### src/rtl/cdll_pkg.sv
// Package for the circular doubly linked list engine.
// Holds the command codes, the transaction structs and the controller state type.
// No dependencies.
package cdll_pkg;

  localparam int NODES_DEFAULT = 256;
  localparam int NODE_W = 8;
  localparam int CMD_W = 2;

  typedef logic [CMD_W-1:0] cmd_code_t;

  localparam cmd_code_t CMD_APPEND = 2'd0;
  localparam cmd_code_t CMD_PUSH = 2'd1;
  localparam cmd_code_t CMD_REMOVE = 2'd2;

  typedef struct packed {
    logic [CMD_W-1:0]  command;
    logic [NODE_W-1:0] node;
  } cmd_item_t;

  typedef struct packed {
    logic [NODE_W-1:0] node_echo;
    logic [NODE_W-1:0] head;
    logic              is_empty;
    logic              error;
  } result_t;

  typedef enum logic [1:0] {
    ST_IDLE,
    ST_LINK1,
    ST_LINK2
  } state_t;

endpackage

### src/rtl/circular_linked_list_engine_top.sv
// Top level of the circular doubly linked list engine.
// Keeps the successor and predecessor links in two synchronous memories.
// Depends on cdll_pkg.
//
//   channel   ports                   handshake
//   command   start, item (cmd_item_t) taken at a clock edge with start high, busy low
//   result    done, result (result_t)  shown for one cycle while done is high
//
// Insert into a non-empty list reads the tail link when the command is taken,
// then writes the four links in ST_LINK1 and ST_LINK2, one write port per memory.
// Empty-list insert and remove finish in ST_LINK1; a refused command stays in ST_IDLE.
// The link reads are issued in the cycle the command is taken.
// Reset clears membership, head and the non-empty flag at once; links need no clearing.
// The receiver cannot stall, so done is never held off.
module circular_linked_list_engine_top
  import cdll_pkg::*;
#(
  parameter int NODES = NODES_DEFAULT
) (
  input  logic      clk,
  input  logic      rst,
  input  logic      start,
  input  cmd_item_t item,
  output logic      busy,
  output logic      done,
  output result_t   result
);

  // Only indices that fit the node field can ever be addressed.
  localparam int POOL = (NODES < (1 << NODE_W)) ? NODES : (1 << NODE_W);
  localparam int PTR_W = $clog2(POOL);
  localparam logic [NODE_W:0] POOL_LIM = (NODE_W + 1)'(POOL);

  typedef logic [PTR_W-1:0] ptr_t;

  state_t state, state_next;

  logic [POOL-1:0]   member;
  ptr_t              head_node;
  logic              list_nonempty;
  cmd_code_t         cmd_q;
  logic [NODE_W-1:0] node_q;

  logic [PTR_W-1:0] next_mem [POOL];
  logic [PTR_W-1:0] prev_mem [POOL];
  ptr_t             next_rd, prev_rd;

  logic accept, in_range, is_insert_in, refuse, is_insert_q, finish;
  ptr_t node_in, node_ptr;
  ptr_t next_raddr, prev_raddr;
  logic next_we, prev_we;
  ptr_t next_waddr, next_wdata, prev_waddr, prev_wdata;
  ptr_t head_next;
  logic nonempty_next;

  assign busy = (state != ST_IDLE);
  assign accept = start && !busy;

  assign node_in = item.node[PTR_W-1:0];
  assign in_range = ({1'b0, item.node} < POOL_LIM);
  assign is_insert_in = (item.command == CMD_APPEND) || (item.command == CMD_PUSH);

  always_comb begin
    refuse = 1'b1;
    if (in_range) begin
      if (is_insert_in) begin
        refuse = member[node_in];
      end else if (item.command == CMD_REMOVE) begin
        refuse = !member[node_in];
      end
    end
  end

  assign node_ptr = node_q[PTR_W-1:0];
  assign is_insert_q = (cmd_q == CMD_APPEND) || (cmd_q == CMD_PUSH);

  // An insert reads the tail from the head's predecessor; a remove reads both neighbors.
  assign prev_raddr = (item.command == CMD_REMOVE) ? node_in : head_node;
  assign next_raddr = node_in;

  // Link memories: one write and one registered read per cycle each.
  always_ff @(posedge clk) begin
    if (next_we) begin
      next_mem[next_waddr] <= next_wdata;
    end
    if (accept) begin
      next_rd <= next_mem[next_raddr];
    end
  end

  always_ff @(posedge clk) begin
    if (prev_we) begin
      prev_mem[prev_waddr] <= prev_wdata;
    end
    if (accept) begin
      prev_rd <= prev_mem[prev_raddr];
    end
  end

  // Next state.
  always_comb begin
    state_next = state;
    case (state)
      ST_IDLE: begin
        if (accept && !refuse) begin
          state_next = ST_LINK1;
        end
      end
      ST_LINK1: begin
        if (is_insert_q && list_nonempty) begin
          state_next = ST_LINK2;
        end else begin
          state_next = ST_IDLE;
        end
      end
      ST_LINK2: state_next = ST_IDLE;
      default: state_next = ST_IDLE;
    endcase
  end

  // Memory writes per state.
  always_comb begin
    next_we = 1'b0;
    prev_we = 1'b0;
    next_waddr = node_ptr;
    next_wdata = node_ptr;
    prev_waddr = node_ptr;
    prev_wdata = node_ptr;
    finish = 1'b0;
    case (state)
      ST_IDLE: begin
      end
      ST_LINK1: begin
        next_we = 1'b1;
        prev_we = 1'b1;
        if (is_insert_q) begin
          if (list_nonempty) begin
            next_wdata = head_node;
            prev_wdata = prev_rd;
          end else begin
            finish = 1'b1;
          end
        end else begin
          // Bridge the predecessor and the successor of the removed node.
          next_waddr = prev_rd;
          next_wdata = next_rd;
          prev_waddr = next_rd;
          prev_wdata = prev_rd;
          finish = 1'b1;
        end
      end
      ST_LINK2: begin
        next_we = 1'b1;
        prev_we = 1'b1;
        next_waddr = prev_rd;
        prev_waddr = head_node;
        finish = 1'b1;
      end
      default: begin
      end
    endcase
  end

  always_comb begin
    head_next = head_node;
    nonempty_next = list_nonempty;
    if (is_insert_q) begin
      nonempty_next = 1'b1;
      if (!list_nonempty || (cmd_q == CMD_PUSH)) begin
        head_next = node_ptr;
      end
    end else if (head_node == node_ptr) begin
      if (next_rd == node_ptr) begin
        head_next = '0;
        nonempty_next = 1'b0;
      end else begin
        head_next = next_rd;
      end
    end
  end

  always_ff @(posedge clk) begin
    if (rst) begin
      state <= ST_IDLE;
      member <= '0;
      head_node <= '0;
      list_nonempty <= 1'b0;
      done <= 1'b0;
    end else begin
      state <= state_next;
      done <= 1'b0;
      if (accept && refuse) begin
        done <= 1'b1;
      end
      if (finish) begin
        done <= 1'b1;
        head_node <= head_next;
        list_nonempty <= nonempty_next;
        member[node_ptr] <= is_insert_q;
      end
    end
  end

  always_ff @(posedge clk) begin
    if (accept) begin
      cmd_q <= item.command;
      node_q <= item.node;
      if (refuse) begin
        result.node_echo <= item.node;
        result.head <= list_nonempty ? NODE_W'(head_node) : '0;
        result.is_empty <= !list_nonempty;
        result.error <= 1'b1;
      end
    end else if (finish) begin
      result.node_echo <= node_q;
      result.head <= nonempty_next ? NODE_W'(head_next) : '0;
      result.is_empty <= !nonempty_next;
      result.error <= 1'b0;
    end
  end

  a_done_idle: assert property (@(posedge clk) disable iff (rst) done |-> !busy)
    else $error("result strobe while a command is still in progress");

  a_empty_flag: assert property (@(posedge clk) disable iff (rst)
    done |-> (result.is_empty == !list_nonempty))
    else $error("reported empty flag disagrees with list state");

  a_link2_order: assert property (@(posedge clk) disable iff (rst)
    (state == ST_LINK2) |-> ($past(state) == ST_LINK1))
    else $error("second link write not preceded by the first");

  a_refused_stable: assert property (@(posedge clk) disable iff (rst)
    (done && result.error) |-> ($stable(member) && $stable(head_node)))
    else $error("refused command changed list state");

  a_empty_head: assert property (@(posedge clk) disable iff (rst)
    !list_nonempty |-> (head_node == '0))
    else $error("empty list with nonzero head");

endmodule
### config.mk
export PLATFORM = sky130hd
export DESIGN_NAME = circular_linked_list_engine_top
export DESIGN_NICKNAME = d
export VERILOG_FILES = /design/src/rtl/cdll_pkg.sv /design/src/rtl/circular_linked_list_engine_top.sv
export SDC_FILE = /design/constraint.sdc
export NUM_CORES = 2
export LEC_CHECK = 0
export BUFFER_PORTS_ARGS = -buffer_cell sky130_fd_sc_hd__buf_2
export CAP_MARGIN = 20
export CORE_UTILIZATION = 57
export CTS_CLUSTER_DIAMETER = 30
export DETAILED_ROUTE_END_ITERATION = 8
export PLACE_DENSITY = 0.75
export SETUP_SLACK_MARGIN = 0.2
export SYNTH_ARGS = -nofsm -noshare
export SYNTH_HDL_FRONTEND = slang
export SYNTH_SLANG_ARGS = --single-unit
### constraint.sdc
create_clock -name clk -period 10.08 [get_ports clk]
set_input_delay 1.008 -clock clk [delete_from_list [all_inputs] [get_ports clk]]
set_output_delay 1.008 -clock clk [all_outputs]
set_load 0.01 [all_outputs]
==> metrics.md <==
| Metric | Value |
|---|---|
| Chip height | `554 um` |
| Starting density of the core | `0.573` |
| Pleak | `about 64 nW` |
| CTS Buf Count | `655` |
| Setup_tns | `0 ns` |
| I/O pins | `33` |
| VDD IR max | `0.184 mV` |
| Cell count after synthesis | `8861` |
| Detailed Routing Iterations Pass 1 | `8` |
| Fmax | `0.172 GHz` |
| Fraction of layout cells with a size suffix above 1 | `0.264` |
| CTS hold repair buffers | `0` |
| Nets | `slightly above 9000` |
| Mux share of post-synthesis cell area | `0.170` |
| Vias in the first global route | `approximately 94000` |
| Clk_skew | `0.0696 ns` |
| Area Growth Syn to Fin | `15.7%` |
| Post-synth EDFFs | `around 4100` |
| Cell variety after synth | `55` |
| PwrDens | `241 nW/um2` |
| Status | `finished, final reports clean` |
| Slowest cell on the critical path | `nand3_1` |
| Avg Inst Size Synth | `between 15 and 20 um2` |
| Total power | `~48 mW` |
| Setup repair after global routing missed its margin | `false` |
| Dpl ws | `roughly 4.3 ns` |
| ANT nets after route | `0` |
| Grt total ovfl | `0` |
| # setup viols final | `0` |
| Fin. Hold Viols | `0` |
| Tot GR Track Use | `0.289` |
| Main combinational cell family by area after synthesis | `multiplexers` |
| Crit Path Class | `register to register` |
| CTS clock-pin slew for the worst setup and hold paths | `0.05 ns` |
| Seq cells post-synth | `~4400` |
| Initial antenna violation count | `13` |
| Synth Area in Simple Gates | `0.0429` |
| Root Buffer | `clkbuf_16` |
| Crit path buf inv count | `3` |
| Via count | `about 90000` |
| Primary FF master, synth | `edfxtp_1` |
| Post-synthesis sequential area ratio | `0.747` |
| Post-CTS Resized | `0` |
| CP delay by family, top | `simple AND/OR/NAND/NOR gates` |
| Clock sinks | `between 4000 and 5000` |
| Post-Synth XOR/XNOR Area | `0.000808` |
| Post-synthesis compound-gate area fraction | `0.0252` |
| Initial DRC count | `12900` |
| Die X | `554 um` |
| Slew headroom | `0.0392` |
| Fillers | `approximately 18000` |
| # DRC | `0` |
| Min Tclk post-route | `roughly 5.8 ns` |
| Slew Viols, Final | `0` |
| Least-Margin Pin Slew | `about 1.4 ns` |
| # port buffers | `32` |
| Largest net degree at the start of global routing | `259` |
| Clock latency on the worst-skew pair | `1.06 ns` |
| Via-per-instance ratio | `slightly below 7` |
| Post-synthesis adder-cell area fraction | `0.000288` |
| Critical path required time | `between 10 and 15 ns` |
| Final wirelength | `445000 um` |
| Most frequent cells in the layout | `edfxtp_1, mux4_2, nor2_1, clkbuf_16, nand2_1` |
| Worst-path cell chain | `inv_1 > ha_1 > buf_4 > and2_1 > a221oi_1 > nor2_1 > nand3_1 > buf_4 > nor2_1` |
| Worst Setup Slack, final | `~4.3 ns` |
| Syn. warnings | `0` |
| Commonest non-fill, non-tap cell in the layout | `edfxtp_1` |
| Placement Rows | `around 200` |
| WP data arrival | `~6.5 ns` |
| Post-CTS Setup Bufs | `0` |
| Area of the die | `307000 um2` |
| Crit. End Element | `register` |
| CTS tree | `done` |
| Net Count, Synth | `8878` |
| Core area | `roughly 300000 um2` |
| DP HPWL | `between 200000 and 250000 um` |
| Period utilization | `0.576` |
| CTS Buffer Depth | `4` |
| FFs w/ async S/R, synth | `0` |
| Hold Path Class | `input pin to register` |
| Cell Area, Synth | `174000 um2` |
| Critical Path Fanout Max | `34` |
| # Max-Cap Violations | `0` |
| Kind of start point of the critical path | `register` |
| CP peak stage delay | `0.94 ns` |
| # H-tree levels | `6` |
| Drt wl/cell | `around 33 um` |
| Gpl congestion | `0.861` |
| First-pass GRT wire length | `around 650000 um` |
cell families after synthesis:
group | Yosys count
flip-flops | 4408
XOR/XNOR | 16
buffers and inverters | 587
adder cells (fa/ha/maj) | 4
multiplexers | 1387
AND/OR/NAND/NOR | 1856
AO/OA/AOI/OAI | 603
layer usage:
layer,vias to the layer above,part of all wire,track usage
met2,6297,0.48,0.459
li1,36800,-,-
met5,-,0.00021,0
met4,14,0.051,0.136
met3,1175,0.11,0.0734
met1,47900,0.35,0.378
stage by stage:
stage | std cells | utilization | area [um2] | hold slack (ns)
floorplan | 8861 | - | 174000 | 0.469
global placement | 12400 | 0.587 | 178000 | 0.480
detailed placement | 12400 | 0.588 | 178000 | 0.488
CTS | 13600 | 0.662 | 200000 | 0.163
global route | 13600 | 0.663 | 201000 | 0.207
finish | 13600 | 0.663 | 201000 | 0.215
synthesized netlist by cell type, types with 36 or more instances:
cell	count	share of area
buf_1	77	0.0017
a31oi_1	36	0.0013
dfxtp_1	268	0.031
buf_2	117	0.0034
a211oi_1	297	0.013
nand3_1	107	0.0031
and2_1	39	0.0014
mux4_2	1243	0.16
edfxtp_1	4140	0.72
nand2_1	523	0.011
nor2b_1	47	0.0017
clkbuf_1	373	0.0081
o21ai_0	77	0.0022
nor2_1	1093	0.024
mux2i_1	121	0.0070
worst register-to-register path: cells and delay by family, from the launching register on:
family | cells | cell delay [ns]
AO/OA/AOI/OAI | 1 | 0.34
flip-flops | 1 | 0.36
AND/OR/NAND/NOR | 4 | 3.37
buffers and inverters | 3 | 1.06
adder cells (fa/ha/maj) | 1 | 0.28
path summary, 6_finish.rpt:
path	start	cells after the start	end	slack [ns]
setup / recovery	state[0]$_SDFFE_PP0P_	9	prev_mem[170][2]$_DFFE_PP_	4.27
hold / removal	item[9]	1	cmd_q[1]$_DFFE_PP_	0.22
setup reg to reg	state[0]$_SDFFE_PP0P_	9	prev_mem[170][2]$_DFFE_PP_	4.27
hold reg to reg	member[122]$_SDFFE_PP0P_	2	member[122]$_SDFFE_PP0P_	0.49
report_power, final:
group	total [mW]	internal, mW	switching (mW)
sequential	21.4	21.3	0.114
clock	23.1	14.2	8.84
combinational	3.86	0.919	2.94
sequential cells by signal, indices dropped and copies added, names as in the netlist:
| name | flops |
|---|---|
| next_mem | 2048 |
| head_node | 8 |
| prev_mem | 2048 |
| next_rd | 8 |
| member | 256 |
| node_ptr | 8 |
| done | 1 |
| cmd_q | 2 |
| prev_rd | 8 |
| state | 2 |
| list_nonempty | 1 |
| result | 18 |
layout make-up:
type                            count  area (um2)  share of cell area
Sequential cell                  4408      130000               0.646
Multi-Input combinational cell   3866       41800               0.208
Clock buffer                      737       17000              0.0846
Clock inverter                    474        5570              0.0277
Tap cell                         3978        4980              0.0248
Timing Repair Buffer              162        1620             0.00805
Inverter                           15        56.3            0.000281
Antenna cell                        8        20.0           0.0000997
Power figures use the tool's default switching activity.
